### config.mk
export PLATFORM = sky130hd
export DESIGN_NAME = http_request_form_parser
export DESIGN_NICKNAME = d
export VERILOG_FILES = /design/src/hw/rtl/hrfp_pkg.sv /design/src/hw/rtl/hrfp_fifo.sv /design/src/hw/rtl/hrfp_front.sv /design/src/hw/rtl/hrfp_back.sv /design/src/hw/rtl/http_request_form_parser.sv
export SDC_FILE = /design/constraint.sdc
export NUM_CORES = 1
export LEC_CHECK = 0
export BUFFER_PORTS_ARGS = -buffer_cell sky130_fd_sc_hd__buf_2
export CELL_PAD_IN_SITES_DETAIL_PLACEMENT = 1
export CELL_PAD_IN_SITES_GLOBAL_PLACEMENT = 1
export CORE_ASPECT_RATIO = 0.6
export CORE_MARGIN = 1.5
export CORE_UTILIZATION = 35
export DETAILED_ROUTE_END_ITERATION = 7
export GPL_TIMING_DRIVEN = 0
export HOLD_SLACK_MARGIN = 0.02
export MAX_ROUTING_LAYER = met4
export PLACE_DENSITY_LB_ADDON = 0.1
export SLEW_MARGIN = 30
export SYNTH_ARGS = -nofsm -noshare
export SYNTH_HDL_FRONTEND = slang
export SYNTH_SLANG_ARGS = --single-unit
### constraint.sdc
create_clock -name clk -period 7.6 [get_ports clk]
set_clock_uncertainty 0.05 [all_clocks]
set_input_delay 2.28 -clock clk [delete_from_list [all_inputs] [get_ports clk]]
set_output_delay 2.28 -clock clk [all_outputs]
set_load 0.02 [all_outputs]
### src/hw/rtl/hrfp_pkg.sv
// Shared types and codes for the HTTP request / form parser.
// No dependencies; used by the front end, back end and top level.
`default_nettype none

package hrfp_pkg;

  // byte classes found by the front end
  typedef logic [2:0] cls_t;
  localparam cls_t CLS_OTHER = 3'd0;
  localparam cls_t CLS_SPACE = 3'd1;
  localparam cls_t CLS_CR    = 3'd2;
  localparam cls_t CLS_LF    = 3'd3;
  localparam cls_t CLS_AMP   = 3'd4;
  localparam cls_t CLS_EQ    = 3'd5;

  localparam logic [7:0] CH_SPACE = 8'h20;
  localparam logic [7:0] CH_CR    = 8'h0D;
  localparam logic [7:0] CH_LF    = 8'h0A;
  localparam logic [7:0] CH_AMP   = 8'h26;
  localparam logic [7:0] CH_EQ    = 8'h3D;

  // field kinds
  localparam logic [1:0] KIND_METHOD = 2'd0;
  localparam logic [1:0] KIND_URI    = 2'd1;
  localparam logic [1:0] KIND_KEY    = 2'd2;
  localparam logic [1:0] KIND_VALUE  = 2'd3;

  // status codes
  localparam logic [1:0] ST_OK      = 2'd0;
  localparam logic [1:0] ST_TRUNC   = 2'd1;
  localparam logic [1:0] ST_NO_BODY = 2'd2;

  // pair index saturates at this count
  localparam int unsigned PAIR_CAP = 255;

  // classified input byte, front to back
  typedef struct packed {
    logic [7:0] data;
    logic       eor;
    cls_t       cls;
  } cls_item_t;

  // one result transaction
  typedef struct packed {
    logic [1:0] field_kind;
    logic       char_valid;
    logic [7:0] char_out;
    logic       field_end;
    logic [7:0] pair_number;
    logic [1:0] status;
    logic       last;
  } result_t;

endpackage

`default_nettype wire

### src/hw/rtl/hrfp_fifo.sv
// Small register FIFO used between the parser stages and at the output.
// No package dependency; depth is a power of two set by AW.
`default_nettype none

module hrfp_fifo #(
  parameter int WIDTH = 8,
  parameter int AW    = 1
) (
  input  wire logic             clk,
  input  wire logic             rst_n,
  input  wire logic             wr_en,
  input  wire logic [WIDTH-1:0] wr_data,
  input  wire logic             rd_en,
  output logic      [WIDTH-1:0] rd_data,
  output logic                  full,
  output logic                  empty
);

  localparam int DEPTH = 1 << AW;

  logic [WIDTH-1:0] mem_r [DEPTH];
  logic [AW-1:0]    wr_ptr_r, wr_ptr_nxt;
  logic [AW-1:0]    rd_ptr_r, rd_ptr_nxt;
  logic [AW:0]      count_r, count_nxt;
  logic             do_wr, do_rd;

  assign full    = (count_r == (AW+1)'(DEPTH));
  assign empty   = (count_r == '0);
  assign do_wr   = wr_en && !full;
  assign do_rd   = rd_en && !empty;
  assign rd_data = mem_r[rd_ptr_r];

  // pointer and fill count update
  always_comb begin
    wr_ptr_nxt = wr_ptr_r + AW'(do_wr);
    rd_ptr_nxt = rd_ptr_r + AW'(do_rd);
    count_nxt  = count_r + (AW+1)'(do_wr) - (AW+1)'(do_rd);
  end

  always_ff @(posedge clk) begin
    if (!rst_n) begin
      wr_ptr_r <= '0;
      rd_ptr_r <= '0;
      count_r  <= '0;
    end else begin
      wr_ptr_r <= wr_ptr_nxt;
      rd_ptr_r <= rd_ptr_nxt;
      count_r  <= count_nxt;
    end
  end

  // storage, no reset needed
  always_ff @(posedge clk) begin
    if (do_wr) begin
      mem_r[wr_ptr_r] <= wr_data;
    end
  end

endmodule

`default_nettype wire

### src/hw/rtl/hrfp_front.sv
// Front end: takes request bytes and tags each with its delimiter class.
// Depends on hrfp_pkg; feeds the middle queue.
`default_nettype none

module hrfp_front (
  input  wire logic               push,
  input  wire logic [7:0]         byte_in,
  input  wire logic               end_of_request,
  input  wire logic               q_full,
  output logic                    q_wr,
  output hrfp_pkg::cls_item_t     q_item
);

  import hrfp_pkg::*;

  cls_t cls;

  // delimiter decode
  always_comb begin
    case (byte_in)
      CH_SPACE: cls = CLS_SPACE;
      CH_CR:    cls = CLS_CR;
      CH_LF:    cls = CLS_LF;
      CH_AMP:   cls = CLS_AMP;
      CH_EQ:    cls = CLS_EQ;
      default:  cls = CLS_OTHER;
    endcase
  end

  assign q_wr        = push && !q_full;
  assign q_item.data = byte_in;
  assign q_item.eor  = end_of_request;
  assign q_item.cls  = cls;

endmodule

`default_nettype wire

### src/hw/rtl/hrfp_back.sv
// Back end: request line/header/form FSM, one byte per cycle if unstalled.
// Depends on hrfp_pkg; reads the middle queue and writes the result queue.
`default_nettype none

module hrfp_back #(
  parameter int MAX_METHOD_LEN = 7,
  parameter int MAX_FIELD_LEN  = 255,
  parameter int MAX_PAIRS      = 255
) (
  input  wire logic               clk,
  input  wire logic               rst_n,
  input  wire logic               q_empty,
  input  hrfp_pkg::cls_item_t     q_item,
  output logic                    q_rd,
  input  wire logic               res_full,
  output logic                    res_wr,
  output hrfp_pkg::result_t       res
);

  import hrfp_pkg::*;

  localparam int LEN_W      = $clog2(MAX_FIELD_LEN + 1);
  localparam int PAIR_LIMIT = (MAX_PAIRS > PAIR_CAP) ? PAIR_CAP : MAX_PAIRS;

  localparam logic [2:0] PH_METHOD = 3'd0;
  localparam logic [2:0] PH_URI    = 3'd1;
  localparam logic [2:0] PH_HEADER = 3'd2;
  localparam logic [2:0] PH_KEY    = 3'd3;
  localparam logic [2:0] PH_VALUE  = 3'd4;
  localparam logic [2:0] PH_SKIP   = 3'd5;

  logic [2:0]       phase_r, phase_nxt;
  logic [1:0]       match_r, match_nxt;
  logic [LEN_W-1:0] len_r, len_nxt;
  logic [7:0]       pairs_r, pairs_nxt;
  logic             trunc_r, trunc_nxt;
  logic             open_r, open_nxt;

  logic             step;
  logic             have;
  logic [LEN_W-1:0] lim;
  logic             keep;
  logic [2:0]       m;
  logic             fld_open;
  logic [1:0]       open_kind;
  result_t          r;

  assign step   = !q_empty && !res_full;
  assign q_rd   = step;
  assign lim    = (phase_r == PH_METHOD) ? LEN_W'(MAX_METHOD_LEN) : LEN_W'(MAX_FIELD_LEN);
  assign keep   = (len_r < lim);

  // per-byte parse step
  always_comb begin
    phase_nxt = phase_r;
    match_nxt = match_r;
    len_nxt   = len_r;
    pairs_nxt = pairs_r;
    trunc_nxt = trunc_r;
    open_nxt  = open_r;
    have      = 1'b0;
    r         = '0;
    m         = 3'd0;
    fld_open  = 1'b0;
    open_kind = KIND_METHOD;

    case (phase_r)
      PH_METHOD, PH_URI: begin
        if (q_item.cls == CLS_SPACE) begin
          have        = 1'b1;
          r.field_kind = (phase_r == PH_METHOD) ? KIND_METHOD : KIND_URI;
          r.field_end = 1'b1;
          phase_nxt   = (phase_r == PH_METHOD) ? PH_URI : PH_HEADER;
          match_nxt   = 2'd0;
          len_nxt     = '0;
        end else if (keep) begin
          have         = 1'b1;
          r.field_kind = (phase_r == PH_METHOD) ? KIND_METHOD : KIND_URI;
          r.char_valid = 1'b1;
          r.char_out   = q_item.data;
          len_nxt      = len_r + LEN_W'(1);
        end else begin
          trunc_nxt = 1'b1;
        end
      end
      PH_HEADER: begin
        // CR LF CR LF: even positions want CR, odd ones LF
        if (match_r[0] ? (q_item.cls == CLS_LF) : (q_item.cls == CLS_CR)) begin
          m = {1'b0, match_r} + 3'd1;
        end else if (q_item.cls == CLS_CR) begin
          m = 3'd1;
        end else begin
          m = 3'd0;
        end
        if (m[2]) begin
          phase_nxt = PH_KEY;
          match_nxt = 2'd0;
          open_nxt  = 1'b0;
          len_nxt   = '0;
        end else begin
          match_nxt = m[1:0];
        end
      end
      PH_KEY: begin
        if (q_item.cls == CLS_AMP) begin
          // empty pair is skipped
          if (open_r) begin
            have          = 1'b1;
            r.field_kind  = KIND_KEY;
            r.field_end   = 1'b1;
            r.pair_number = pairs_r;
            pairs_nxt     = (pairs_r < 8'(PAIR_CAP)) ? pairs_r + 8'd1 : pairs_r;
            open_nxt      = 1'b0;
            len_nxt       = '0;
          end
        end else if (!open_r && (pairs_r >= 8'(PAIR_LIMIT))) begin
          trunc_nxt = 1'b1;
          phase_nxt = PH_SKIP;
        end else begin
          // length is already zero whenever no pair is open
          open_nxt = 1'b1;
          if (q_item.cls == CLS_EQ) begin
            have          = 1'b1;
            r.field_kind  = KIND_KEY;
            r.field_end   = 1'b1;
            r.pair_number = pairs_r;
            phase_nxt     = PH_VALUE;
            len_nxt       = '0;
          end else if (keep) begin
            have          = 1'b1;
            r.field_kind  = KIND_KEY;
            r.char_valid  = 1'b1;
            r.char_out    = q_item.data;
            r.pair_number = pairs_r;
            len_nxt       = len_r + LEN_W'(1);
          end else begin
            trunc_nxt = 1'b1;
          end
        end
      end
      PH_VALUE: begin
        if (q_item.cls == CLS_AMP) begin
          have          = 1'b1;
          r.field_kind  = KIND_VALUE;
          r.field_end   = 1'b1;
          r.pair_number = pairs_r;
          pairs_nxt     = (pairs_r < 8'(PAIR_CAP)) ? pairs_r + 8'd1 : pairs_r;
          open_nxt      = 1'b0;
          len_nxt       = '0;
          phase_nxt     = PH_KEY;
        end else if (keep) begin
          have          = 1'b1;
          r.field_kind  = KIND_VALUE;
          r.char_valid  = 1'b1;
          r.char_out    = q_item.data;
          r.pair_number = pairs_r;
          len_nxt       = len_r + LEN_W'(1);
        end else begin
          trunc_nxt = 1'b1;
        end
      end
      default: begin
      end
    endcase

    // request end: close any open field, report status, restart
    if (q_item.eor) begin
      case (phase_nxt)
        PH_METHOD: begin fld_open = 1'b1; open_kind = KIND_METHOD; end
        PH_URI:    begin fld_open = 1'b1; open_kind = KIND_URI;    end
        PH_KEY:    begin fld_open = open_nxt; open_kind = open_nxt ? KIND_KEY : KIND_METHOD; end
        PH_VALUE:  begin fld_open = 1'b1; open_kind = KIND_VALUE;  end
        default:   begin fld_open = 1'b0; open_kind = KIND_METHOD; end
      endcase
      if (have) begin
        r.field_end = r.field_end || fld_open;
      end else begin
        r.field_kind  = open_kind;
        r.field_end   = fld_open;
        r.pair_number = open_kind[1] ? pairs_nxt : 8'd0;
      end
      have   = 1'b1;
      r.last = 1'b1;
      if (phase_nxt == PH_METHOD || phase_nxt == PH_URI || phase_nxt == PH_HEADER) begin
        r.status = ST_NO_BODY;
      end else begin
        r.status = trunc_nxt ? ST_TRUNC : ST_OK;
      end
      phase_nxt = PH_METHOD;
      match_nxt = 2'd0;
      len_nxt   = '0;
      pairs_nxt = 8'd0;
      trunc_nxt = 1'b0;
      open_nxt  = 1'b0;
    end else if (have) begin
      r.status = trunc_nxt ? ST_TRUNC : ST_OK;
    end
  end

  assign res_wr = step && have;
  assign res    = r;

  always_ff @(posedge clk) begin
    if (!rst_n) begin
      phase_r <= PH_METHOD;
      match_r <= 2'd0;
      len_r   <= '0;
      pairs_r <= 8'd0;
      trunc_r <= 1'b0;
      open_r  <= 1'b0;
    end else if (step) begin
      phase_r <= phase_nxt;
      match_r <= match_nxt;
      len_r   <= len_nxt;
      pairs_r <= pairs_nxt;
      trunc_r <= trunc_nxt;
      open_r  <= open_nxt;
    end
  end

  // end of request always leaves the parser back at the method phase
  a_eor_restart: assert property (@(posedge clk) disable iff (!rst_n)
    (step && q_item.eor) |=> (phase_r == PH_METHOD && pairs_r == 8'd0 && !trunc_r))
    else $error("parser state not cleared after end of request");

  // the last byte of a request always produces a result
  a_eor_result: assert property (@(posedge clk) disable iff (!rst_n)
    (step && q_item.eor) |-> (res_wr && res.last))
    else $error("end of request without a final result");

  // skipping the body only happens after a pair overflow
  a_skip_trunc: assert property (@(posedge clk) disable iff (!rst_n)
    (phase_r == PH_SKIP) |-> trunc_r)
    else $error("skip phase without truncation flag");

  // pair index never runs past the pair limit
  a_pair_limit: assert property (@(posedge clk) disable iff (!rst_n)
    pairs_r <= 8'(PAIR_LIMIT))
    else $error("pair index beyond limit");

  // field length stays within the field limit
  a_len_limit: assert property (@(posedge clk) disable iff (!rst_n)
    len_r <= LEN_W'(MAX_FIELD_LEN))
    else $error("field length beyond limit");

endmodule

`default_nettype wire

### src/hw/rtl/http_request_form_parser.sv
// Top level of the HTTP request line and urlencoded form parser.
// Depends on hrfp_pkg, hrfp_front, hrfp_fifo and hrfp_back.
`default_nettype none

// Accepts one request byte per clock while full is low and produces at most
// one result per byte, so the sustained rate is one byte per cycle while
// results are popped; that figure is set by the back end's single parse-state
// update per byte. An accepted byte is classified into a four-entry queue,
// parsed by the back end from there and written into the result queue, from
// which the result shows on the result ports. Bytes that give no result still
// take a parse step in the back end. A two-entry result queue lets input keep
// flowing while a result waits to be popped; full rises once the middle queue fills.
module http_request_form_parser #(
  parameter int MAX_METHOD_LEN = 7,
  parameter int MAX_FIELD_LEN  = 255,
  parameter int MAX_PAIRS      = 255
) (
  input  wire logic       clk,
  input  wire logic       rst_n,
  // input transactions
  input  wire logic       push,
  output logic            full,
  input  wire logic [7:0] in_byte_in,
  input  wire logic       in_end_of_request,
  // result transactions
  output logic            empty,
  input  wire logic       pop,
  output logic [1:0]      out_field_kind,
  output logic            out_char_valid,
  output logic [7:0]      out_char_out,
  output logic            out_field_end,
  output logic [7:0]      out_pair_number,
  output logic [1:0]      out_status,
  output logic            out_last
);

  import hrfp_pkg::*;

  localparam int MID_AW = 2;
  localparam int RES_AW = 1;

  logic      mid_wr, mid_rd, mid_full, mid_empty;
  cls_item_t mid_in, mid_out;
  logic      res_wr, res_full;
  result_t   res_in, res_out;

  // front end: classify and queue
  hrfp_front u_front (
    .push           (push),
    .byte_in        (in_byte_in),
    .end_of_request (in_end_of_request),
    .q_full         (mid_full),
    .q_wr           (mid_wr),
    .q_item         (mid_in)
  );

  assign full = mid_full;

  hrfp_fifo #(
    .WIDTH ($bits(cls_item_t)),
    .AW    (MID_AW)
  ) u_mid_q (
    .clk     (clk),
    .rst_n   (rst_n),
    .wr_en   (mid_wr),
    .wr_data (mid_in),
    .rd_en   (mid_rd),
    .rd_data (mid_out),
    .full    (mid_full),
    .empty   (mid_empty)
  );

  // back end: parse state machine
  hrfp_back #(
    .MAX_METHOD_LEN (MAX_METHOD_LEN),
    .MAX_FIELD_LEN  (MAX_FIELD_LEN),
    .MAX_PAIRS      (MAX_PAIRS)
  ) u_back (
    .clk      (clk),
    .rst_n    (rst_n),
    .q_empty  (mid_empty),
    .q_item   (mid_out),
    .q_rd     (mid_rd),
    .res_full (res_full),
    .res_wr   (res_wr),
    .res      (res_in)
  );

  // result queue
  hrfp_fifo #(
    .WIDTH ($bits(result_t)),
    .AW    (RES_AW)
  ) u_res_q (
    .clk     (clk),
    .rst_n   (rst_n),
    .wr_en   (res_wr),
    .wr_data (res_in),
    .rd_en   (pop),
    .rd_data (res_out),
    .full    (res_full),
    .empty   (empty)
  );

  assign out_field_kind  = res_out.field_kind;
  assign out_char_valid  = res_out.char_valid;
  assign out_char_out    = res_out.char_out;
  assign out_field_end   = res_out.field_end;
  assign out_pair_number = res_out.pair_number;
  assign out_status      = res_out.status;
  assign out_last        = res_out.last;

endmodule

`default_nettype wire
==> impl_results.md, run 1 <==
* Run status: complete, no violations
* Port bufs at 36
* Core Box Area at ~17000 µm²
* Die Ht at approximately 110 µm
* Area Growth Syn to Fin at 17.8%
* Routed Antenna Nets at 0
* RSZ-0062 raised after global routing: no
* Largest area contributor in the netlist: edfxtp_1
* Sw frac at 35.9%
* Vias in the first global route at approximately 4.3k
* IO Pins at 38
* Hold Fails Final Rpt at 0
* Area of the mapped netlist at 6210 µm²
* GRT Total Usage at a little under a fifth
* Largest net degree at the start of global routing at 24
* Pwr dens at just under 400 nW/µm²
* Maximum clock frequency at about 230 MHz
* Ant diodes at 0
* Mean post-synth cell area at between 10 and 15 µm²
* Total grt overflow at 0
* Worst slew pin tran at approximately 0.87 ns
* Post-DR wirelength/cell at slightly below 20 µm
* WP data arrival at approximately 2.0 ns
* Final Routed Wirelength at around 16 mm
* CTS Buf Count at 17
* Switch Pwr at around 0.0010 W
* Worst min-delay path class: register to register
* CTS H-tree depth at 4
* WS Path Type: register to output pin
* Most common cell after layout, fill and taps aside: edfxtp_1
* Commonest non-fill, non-tap cells in the layout: 94 x edfxtp_1, 39 x buf_2, 35 x dfxtp_1
* Cells after synthesis at between 400 and 500
* Placed wire-length estimate at between 10 and 15 mm
* Hold buffers post-CTS at 0
* Crit path max fanout at 10
* Crit path launch type: register
* Flop pwr share at 35.4%
* Cell Int Power at 0.00184 W
* Tmin final at about 4.4 ns
* Worst Hold Depth at 2
* DRT Pass-1 Iters at 5
* Gate power share at around a third
* Hold_sp: u_back.trunc_r
* Via-per-instance ratio at 5.20
* Worst r2r src: u_mid_q.rd_ptr_r[0]
* Setup crit end kind: output pin
* Worst reg2reg setup slack at approximately 3.7 ns
* Number of synthesized flops with an enable pin at between 90 and 100
* Max Cap Viol at 0
* Async set-reset flop share out of synthesis at 0%
* Overall power at between 0.002 and 0.003 W
* Setup TNS at 0 ns
* Via count at ~4.2k
* Synthesis-stage register bit count at between 100 and 150
* Root buf cell: clkbuf_16
* Clock latency on the worst-skew pair at 0.42 ns
* Postcts setup bufs at 0
* Rel. slew slack at roughly two fifths
* CP required at around 5.3 ns
* Share of layout cells above drive strength 1 at between 20 and 25%
* Die W at 175 µm
* Yosys warning total at 0
* Global-route wire length before repair at 25.1 mm
* Clk sinks at between 100 and 150
* Clock transition at path regs at 0.06 ns
* Layout net count at approximately 580
* Post-synth top area share at a little under half
* Net count after synthesis at around 520
* Leakage at about 2.5 nW
* Dominant cells by area after synthesis: edfxtp_1 45%, dfxtp_1 11%, mux4_2 4.4%
* CTS max path bufs at 2
* Final Setup Violations at 0
* WHS Endpoint: u_back.trunc_r
* Maximum vdd ir drop at 0.161 mV
* First DRT Iteration DRCs at roughly 220
* DRC Markers at 0
* Clock share of power at a little under a third
* Yosys cell types at 80
* CTS tree: built
* Initial antenna violation count at 1
* Cell depth of the worst flop-to-flop path at 9
* Final worst-path cycle share at 57.4%
* Initial Utilization at 36.0%
* Final slew viol count at 0
* RD Place Congestion at ~0.92
* Register area share after synthesis at between 50% and 60%
* FP Rows at 37
* Main synth FF type: edfxtp_1
* CTS resizes at 0
* FF-to-FF End: u_res_q.mem_r[1][10]
* Die Area at roughly 19000 µm²
routing by layer:
layer | track usage, % | wire length, µm | vias to the layer above
met5 | - | 0 | -
met4 | 5.86 | 220 | 0
met3 | 4.22 | 926 | 16
met2 | 24.7 | 6380 | 92
met1 | 28.1 | 8010 | 2063
li1 | - | - | 1981
power groups by stage:
stage	logic, W	registers (W)	clock network (W)
floorplan	0.000699	0.00101	0
global placement	0.000987	0.00102	0
detailed placement	0.00101	0.00103	0
CTS	0.00102	0.00102	0.000880
global route	0.00109	0.00103	0.000911
finish	0.000995	0.00101	0.000860
final cells by class:
class / count / area (µm²)
Buffer: 22 / 105
Sequential cell: 129 / 3520
Fill cell: 1863 / 9910
Tap cell: 234 / 293
Timing Repair Buffer: 37 / 188
Inverter: 12 / 45.0
Clock buffer: 17 / 425
Multi-Input combinational cell: 333 / 2540
Clock inverter: 15 / 188
worst max-delay path, cell delays in order (launching register included):
cell and delay, ns:
dfxtp_1 0.45, buf_1 0.59, mux2_2 0.42, buf_2 0.16
cell families after synthesis:
group                    Yosys count  synth area share, %
AND/OR/NAND/NOR                  177                 16.0
flip-flops                       129                 56.8
AO/OA/AOI/OAI                     89                 10.6
multiplexers                      40                 9.35
buffers and inverters             34                 2.42
XOR/XNOR                          15                 2.24
adder cells (fa/ha/maj)           12                 2.54
worst max path at each step:
stage / from / end / slack [ns] / cells past startpoint
3_3_place_gp: push / u_mid_q.mem_r[0][11] / 2.73 / 3
3_5_place_dp: register / out_char_out[6] / 3.60 / 3
5_1_grt: register / out_char_out[6] / 3.07 / 3
2_1_floorplan: push / u_mid_q.mem_r[0][0] / 3.61 / 2
6_report: register / out_char_out[6] / 3.24 / 3
4_1_cts: register / out_char_out[6] / 3.15 / 3
registers in the layout, summed over array words and instances (netlist names), named ones only:
signal,cells
u_mid_q.wr_ptr_r,2
u_res_q.count_r,2
u_mid_q.rd_ptr_r,2
u_back.match_r,2
u_res_q.rd_ptr_r,1
u_back.pairs_r,8
u_back.phase_r,3
u_back.trunc_r,1
u_res_q.wr_ptr_r,1
u_res_q.mem_r,46
u_back.len_r,8
u_back.open_r,1
u_mid_q.count_r,3
u_mid_q.mem_r,48
through the flow:
| step | std cells | hold slack [ns] | setup WS, ns | utilization, % | instance area, µm² |
|---|---|---|---|---|---|
| 2_1_floorplan | 496 | 0.388 | 3.61 | - | 6210 |
| 3_3_place_gp | 766 | 0.405 | 2.73 | 38.8 | 6680 |
| 3_5_place_dp | 767 | 0.418 | 3.60 | 38.9 | 6700 |
| 4_1_cts | 799 | 0.434 | 3.15 | 42.5 | 7310 |
| 5_1_grt | 799 | 0.452 | 3.07 | 42.5 | 7310 |
| 6_report | 799 | 0.439 | 3.24 | 42.5 | 7310 |
Yosys cell counts, drive strengths merged (3+ instances only):
master / instances
edfxtp: 94
dfxtp: 35
nor2b: 32
nor2: 30
nand2: 28
mux2: 24
a21oi: 21
o21ai: 20
and2: 19
clkbuf: 14
mux4: 12
ha: 11
inv: 11
nand3: 11
nand2b: 10
nor3: 9
xnor2: 9
buf: 8
a31oi: 6
nand4: 6
xor2: 6
and3: 5
nor3b: 5
a21o: 4
a31o: 4
mux2i: 4
nand3b: 4
nor4: 4
o31ai: 4
o221a: 3
or2: 3
or3: 3
No activity file was read; power rests on OpenSTA's default activity.
==> run 2: changes to the inputs <==
Settings changed: ABC_AREA set to 1.
Clock period 7.6 ns to 4 ns, I/O delays scaled along.
==> run 2 against run 1 <==
Compared with the run above: first-iteration DRC count up 29%; setup slack got worse by 2.4 ns; count of clock-buffer cells in the layout rose by 3; global-route usage grew 0.65 points; critical path type unchanged; critical endpoint is now out_status[1]; largest cell class unchanged; highest routed layer unchanged.
==> impl_results.md, run 2 <==
* Die Ht at 108 µm (was 106 µm)
* IO Pins at 38 (unchanged)
* Pwr dens at 739 nW/µm² (was 392 nW/µm²)
* Core Box Area at 18000 µm² (was 17200 µm²)
* Yosys cell types at 52 (was 80)
* Top cells by instance count after synthesis: 145 x nand2_1, 94 x edfxtp_1, 75 x inv_1 (was 94 x edfxtp_1, 35 x dfxtp_1, 32 x nor2b_1)
* Clock share of power at 25.5% (was 30.0%)
* CP delay by family, top: buffers and inverters (unchanged)
* CTS H-tree depth at 4 (unchanged)
* Mean post-synth cell area at 9.50 µm² (was 12.5 µm²)
* Final Routed Wirelength at 17.0 mm (was 15.5 mm)
* Total grt overflow at 0 (unchanged)
* Main synth FF type: edfxtp_1 (unchanged)
* Final worst-path cycle share at between 70% and 80%
* Via count at 4959 (was 4152)
* GRT Total Usage at 19.4% (was 18.7%)
* CTS Buf Count at 17 (unchanged)
* RSZ-0062 raised after global routing: no (unchanged)
* Setup crit end kind: output pin (unchanged)
* RD Place Congestion at 0.844 (was 0.918)
* FP Rows at 38 (was 37)
* Die W at 178 µm (was 175 µm)
* Postcts setup bufs at 0 (unchanged)
* Sw frac at 39.5% (was 35.9%)
* GRT met3 Usage at 3.25% (was 4.22%)
* Fill cell count at 2085 (was 1863)
* Final slew viol count at 0 (unchanged)
* Biggest register: u_mid_q.mem_r (unchanged)
* Most common cell after layout, fill and taps aside: nand2_1 (was edfxtp_1)
* Commonest non-fill, non-tap cells in the layout: 145 x nand2_1, 94 x edfxtp_1, 75 x inv_1 (was 94 x edfxtp_1, 39 x buf_2, 35 x dfxtp_1)
* Critical Path, Cell by Cell: clkbuf_1 > mux2_2 > buf_2 (was buf_1 > mux2_2 > buf_2)
* Crit path launch type: register (unchanged)
* Rel. slew slack at 41.3% (was 41.9%)
* Die Area at 19200 µm² (was 18600 µm²)
* Maximum clock frequency at approximately 310 MHz
* CTS max path bufs at 2 (unchanged)
* Post-synth top area share at 44.0% (was 45.5%)
* Ant diodes at 0 (unchanged)
* Placed wire-length estimate at 12.8 mm (was 10.9 mm)
* DRC Markers at 0 (unchanged)
* Buf/Inv on CP at 2 (unchanged)
* Share of layout cells above drive strength 1 at 20.9% (was 24.1%)
* Clock latency on the worst-skew pair at 0.41 ns (was 0.42 ns)
* Leakage at 3.01 nW (was 2.52 nW)
* Crit path max fanout at 10 (unchanged)
* Maximum vdd ir drop at 0.266 mV (was 0.161 mV)
* Yosys warning total at 0 (unchanged)
* Final Setup Violations at 0 (unchanged)
* Clock transition at path regs at 0.06 ns (about the same)
* Largest area contributor in the netlist: edfxtp_1 (unchanged)
* WS Path Type: register to output pin (unchanged)
* M1 GR Usage at 27.9% (was 28.1%)
* Post-Place Setup Slack at 0.892 ns (was 3.60 ns)
* Met2 Track Usage GR at 28.5% (was 24.7%)
* Worst slew pin tran at 0.874 ns (was 0.866 ns)
* Routed Antenna Nets at 0 (unchanged)
* Setup TNS at 0 ns (unchanged)
* Hold buffers post-CTS at 0 (unchanged)
* GRT busiest layer: met2 (was met1)
* Largest regs: u_mid_q.mem_r: 48 flops, u_res_q.mem_r: 46 flops (unchanged)
* Clk sinks at 129 (unchanged)
* Area Growth Syn to Fin at 16.6% (was 17.8%)
* FF/Latch Area at 3520 µm² (unchanged)
* Cells after synthesis at 676 (was 496)
* Most numerous cell in the Yosys netlist: nand2_1 (was edfxtp_1)
* Slowest-stage cell, CP: dfxtp_1 (was buf_1)
* Number of synthesized flops with an enable pin at 94 (unchanged)
* First DRT Iteration DRCs at 289 (was 224)
* CTS resizes at 0 (unchanged)
* Switch Pwr at 0.00219 W (was 0.00103 W)
* CTS tree: built (unchanged)
* Dominant cells by area after synthesis: edfxtp_1 44%, dfxtp_1 11%, nand2_1 8.5% (was edfxtp_1 45%, dfxtp_1 11%, mux4_2 4.4%)
* Max Cap Viol at 0 (unchanged)
* Post-Layout Cell Count at 988 (was 799)
* Cells after DPL at 956 (was 767)
* Final core utilization at 41.6% (was 42.5%)
* Post-DR wirelength/cell at 17.2 µm (was 19.5 µm)
* Initial Utilization at 35.6% (was 36.0%)
* Area of the mapped netlist at 6420 µm² (was 6210 µm²)
* Area of the multi-input gates at 2510 µm² (was 2540 µm²)
* Overall power at 0.00554 W (was 0.00287 W)
* Flop pwr share at 35.7% (was 35.4%)
* CP max stage delay at 0.48 ns (was 0.59 ns)
* Async set-reset flop share out of synthesis at 0% (unchanged)
* Layout net count at 760 (was 577)
* Worst min-delay path class: register to register (unchanged)
* Largest net degree at the start of global routing at 24 (unchanged)
* Global-route wire length before repair at 27.3 mm (was 25.1 mm)
* Initial antenna violation count at 0 (was 1)
* Register area share after synthesis at 54.9% (was 56.8%)
* Port bufs at 36 (unchanged)
* Run status: complete, no violations (unchanged)
* Gate power share at 38.7% (was 34.7%)
* Tmin final at around 3.2 ns
* Synthesis-stage register bit count at 129 (unchanged)
* Post-route setup slack at 0.810 ns (was 3.24 ns)
* Cell Int Power at 0.00335 W (was 0.00184 W)
* Root buf cell: clkbuf_16 (unchanged)
* Max FFs per register at 48 (unchanged)
* WP data arrival at 1.94 ns (was 2.03 ns)
* DRT Pass-1 Iters at 4 (was 5)
* Hold Fails Final Rpt at 0 (unchanged)
* Net count after synthesis at 701 (was 521)
* Via-per-instance ratio at 5.02 (was 5.20)
* Vias in the first global route at 5069 (was 4333)
* CP required at 2.75 ns (was 5.27 ns)
-- run 2: cell types whose count changed after synthesis, sizes merged, moves of 10 or more --
cell,previous run,this run
mux4,12,0
inv,11,81
a21oi,21,31
nor2,30,81
nand2b,10,0
and2,19,1
nand3,11,52
o21ai,20,43
nor2b,32,0
nand2,28,162
-- run 2: layout make-up --
| type | count | share of cell area (%) |
|---|---|---|
| flip-flops and latches | 129 | 47.1 |
| clock inverters | 12 | 1.15 |
| well taps | 240 | 4.01 |
| plain buffers | 15 | 1.22 |
| clock buffers | 20 | 5.96 |
| multi-input cells | 450 | 33.6 |
| inverters | 82 | 4.23 |
| repair buffers | 40 | 2.81 |
-- run 2: power groups by stage --
stage	Clock, W	Combinational [W]	Sequential (W)
after floorplan	0	0.00150	0.00197
after global placement	0	0.00209	0.00199
after detailed placement	0	0.00217	0.00201
after CTS	0.00145	0.00218	0.00198
after global routing	0.00150	0.00239	0.00201
final	0.00141	0.00215	0.00198
-- run 2: worst paths after layout --
| kind | from | endpoint | slack [ns] | cells past startpoint |
|---|---|---|---|---|
| worst max-delay path | register | out_status[1] | 0.81 | 3 |
| worst min-delay path | u_back.match_r[1] | u_back.match_r[1] | 0.44 | 2 |
| worst max register to register | u_mid_q.rd_ptr_r[0] | u_res_q.mem_r[0][22] | 0.93 | 13 |
| worst min register to register | u_back.match_r[1] | u_back.match_r[1] | 0.44 | 2 |
-- run 2: worst reg2reg max path: cells and delay by family (launching register included) --
| kind | cells | cell delay (ns) |
|---|---|---|
| AOI/OAI and AO/OA | 1 | 0.08 |
| adders and majority gates | 1 | 0.62 |
| buffers and inverters | 4 | 0.69 |
| DFF | 1 | 0.35 |
| and+or+nand+nor | 7 | 0.92 |
-- run 2: logic make-up after synthesis --
family / count (synthesis) / synth area share, %
DFF: 129 / 54.9
and+or+nand+nor: 324 / 23.7
muxes: 24 / 4.21
adders and majority gates: 12 / 2.46
buffers and inverters: 97 / 6.35
xor gates and xnor gates: 5 / 0.682
AOI/OAI and AO/OA: 85 / 7.76
-- run 2: stage by stage --
| stage | instance area, µm² | hold WS [ns] |
|---|---|---|
| finish | 7490 | 0.442 |
| CTS | 7490 | 0.442 |
| global route | 7490 | 0.479 |
| floorplan | 6420 | 0.398 |
| detailed placement | 6960 | 0.434 |
| global placement | 6900 | 0.417 |
-- run 2: routing by layer --
metal | routed length (µm) | vias to the layer above
met2 | 7160 | 92
met1 | 8950 | 2459
met5 | 0 | -
li1 | - | 2394
met4 | 136 | 0
met3 | 731 | 14
==> run 3: changes to the inputs <==
Clock period 4 ns to 2.95 ns, I/O delays scaled along.
==> run 3 against run 2 <==
Compared with the run above: via count grew 0.18%; sequential power rose by 35%; total power up 37%; non-clock buffer count rose by 3; combinational power up 40%; flip-flop and latch count unchanged; largest cell class unchanged; critical path type is now register to register; clock power increased by 36%; cell area up 1.0%; routed wire length hardly changed; sequential share of layout area fell by 0.46 points.
==> impl_results.md, run 3 (same netlist as run 2, synthesis figures left out) <==
* Run status: complete, no violations (unchanged)
* CTS Buf Count at 17 (unchanged)
* Wl on met1 at 9.04 mm (was 8.95 mm)
* CTS tree: built (unchanged)
* First DRT Iteration DRCs at 266 (was 289)
* IO Pins at 38 (unchanged)
* Cells after DPL at 956 (unchanged)
* Hold_sp: u_back.match_r[1] (unchanged)
* DRT Pass-1 Iters at 4 (unchanged)
* Buf/Inv on CP at 2 (unchanged)
* Pwr dens at 1010 nW/µm² (was 739 nW/µm²)
* Commonest non-fill, non-tap cells in the layout: 145 x nand2_1, 94 x edfxtp_1, 73 x inv_1 (was 145 x nand2_1, 94 x edfxtp_1, 75 x inv_1)
* Post-route setup slack at 0.158 ns (was 0.810 ns)
* Vias in the first global route at 5069 (unchanged)
* Via-per-instance ratio at 5.01 (was 5.02)
* Final slew viol count at 0 (unchanged)
* Final Routed Wirelength at 17.0 mm (about the same)
* Crit path max fanout at 5 (was 10)
* Port bufs at 36 (unchanged)
* Beginning of the critical path: u_back.phase_r[1]
* Largest regs: u_mid_q.mem_r: 48 flops, u_res_q.mem_r: 46 flops (unchanged)
* CP required at 3.19 ns (was 2.75 ns)
* Die W at 178 µm (unchanged)
* Met3 wire len at 561 µm (was 731 µm)
* Overall power at 0.00761 W (was 0.00554 W)
* Die Ht at 108 µm (unchanged)
* Worst min-delay path class: register to register (unchanged)
* Largest net degree at the start of global routing at 24 (unchanged)
* Post-DR wirelength/cell at 17.1 µm (was 17.2 µm)
* Clock transition at path regs at 0.06 ns (about the same)
* DRC Markers at 0 (unchanged)
* Setup crit end kind: register (was output pin)
* FP Rows at 38 (unchanged)
* CP max stage delay at 0.34 ns (was 0.48 ns)
* Die Area at 19200 µm² (unchanged)
* Initial antenna violation count at 0 (unchanged)
* Final worst-path cycle share at between 90% and 100%
* Share of layout cells above drive strength 1 at 22.2% (was 20.9%)
* Final core utilization at 42.0% (was 41.6%)
* Root buf cell: clkbuf_16 (unchanged)
* Crit path launch type: register (unchanged)
* Via count at 4968 (was 4959)
* WP data arrival at 3.03 ns (was 1.94 ns)
* CTS H-tree depth at 4 (unchanged)
* Ant diodes at 0 (unchanged)
* Routed Antenna Nets at 0 (unchanged)
* Critical Path, Cell by Cell: inv_1 > nand2_1 > nor2_2 > o21ai_0 > nand3_1 > nand2_1 > nand4_2 > nand2_1 > o21ai_0 > inv_2 > ha_2 > xor2_2 > o21ai_0 > a21oi_1 (was clkbuf_1 > mux2_2 > buf_2)
* Biggest register: u_mid_q.mem_r (unchanged)
* Most common cell after layout, fill and taps aside: nand2_1 (unchanged)
* Max Cap Viol at 0 (unchanged)
* CP delay by family, top: simple AND/OR/NAND/NOR gates (was buffers and inverters)
* Max FFs per register at 48 (unchanged)
* WS Path Type: register to register (was register to output pin)
* Wire length on met2 at 7.26 mm (was 7.16 mm)
* Worst r2r src: u_back.phase_r[1] (was u_mid_q.rd_ptr_r[0])
* Setup TNS at 0 ns (unchanged)
* Worst slew pin tran at 0.839 ns (was 0.874 ns)
* Post-Place Setup Slack at -0.158 ns (was 0.892 ns)
* Final Setup Violations at 0 (unchanged)
* Area Growth Syn to Fin at 17.8% (was 16.6%)
* Initial Utilization at 35.6% (unchanged)
* Tmin final at 2.79 ns
* Max Used Layer: met4 (unchanged)
* Leakage at 3.03 nW (was 3.01 nW)
* Maximum clock frequency at about 360 MHz
* Clock latency on the worst-skew pair at 0.41 ns (about the same)
* Maximum vdd ir drop at 0.395 mV (was 0.266 mV)
* Rel. slew slack at 43.7% (was 41.3%)
* Post-Layout Cell Count at 991 (was 988)
* Layout net count at 763 (was 760)
* Slowest-stage cell, CP: dfxtp_1 (unchanged)
* Hold Fails Final Rpt at 0 (unchanged)
* CTS max path bufs at 2 (unchanged)
* Placed wire-length estimate at 12.8 mm (unchanged)
* RD Place Congestion at 0.844 (unchanged)
* Global-route wire length before repair at 27.3 mm (unchanged)
* Core Box Area at 18000 µm² (unchanged)
* GRT Total Usage at 19.4% (unchanged)
* Total grt overflow at 0 (unchanged)
* Clk sinks at 129 (unchanged)
==> run 3: cell count changes in the layout (fill, tap and decap cells not counted), moves of 2 or more <==
cell      change
ha_4          +2
clkbuf_2      +2
inv_1         -2
inv_2         +2
buf_4         +3
==> run 3: report_power, final <==
group          leakage [nW]  internal (W)  switching (W)
Sequential             1.17       0.00253       0.000147
Combinational          1.62      0.000968        0.00204
Clock                 0.246       0.00110       0.000819
==> run 3: layer usage <==
| metal | GRT usage, % | up-vias |
|---|---|---|
| met5 | - | - |
| met4 | 4.50 | 0 |
| met3 | 3.25 | 10 |
| met2 | 28.5 | 85 |
| met1 | 27.9 | 2472 |
| li1 | - | 2401 |
==> run 3: layout make-up <==
type | count | area (µm²)
clock buffer | 20 | 447
buffer | 15 | 93.8
clock inverter | 12 | 86.3
multi-input combinational | 450 | 2560
inverter | 82 | 317
sequential | 129 | 3520
tap | 240 | 300
fill | 2080 | 10500
timing repair buffer | 43 | 233
==> run 3: tightest hold or removal path: cells and delay by family (launching register included) <==
family          cells  cell delay, ns
flops               1            0.32
compound gates      1            0.06
simple gates        1            0.07
==> run 3: per-stage QoR <==
step / instance area (µm²) / hold WS (ns)
after floorplan: 6420 / 0.398
after global placement: 6900 / 0.417
after detailed placement: 6960 / 0.434
after CTS: 7490 / 0.442
after global routing: 7560 / 0.479
final: 7560 / 0.443
==> run 3: timing repair <==
action / CTS / global route
endpoints found under the setup margin: 46 / 67
gates cloned: 0 / 0
hold buffers: 0 / 0
buffers inserted: 0 / 3
pin swaps: 0 / 3
gates resized for setup: 0 / 14
==> run 3: final timing paths <==
path / end / slack, ns / cells past startpoint
hold / removal: u_back.match_r[1] / 0.44 / 2
setup / recovery: u_res_q.count_r[1] / 0.16 / 14
hold reg to reg: u_back.match_r[1] / 0.44 / 2
setup reg to reg: u_res_q.count_r[1] / 0.16 / 14
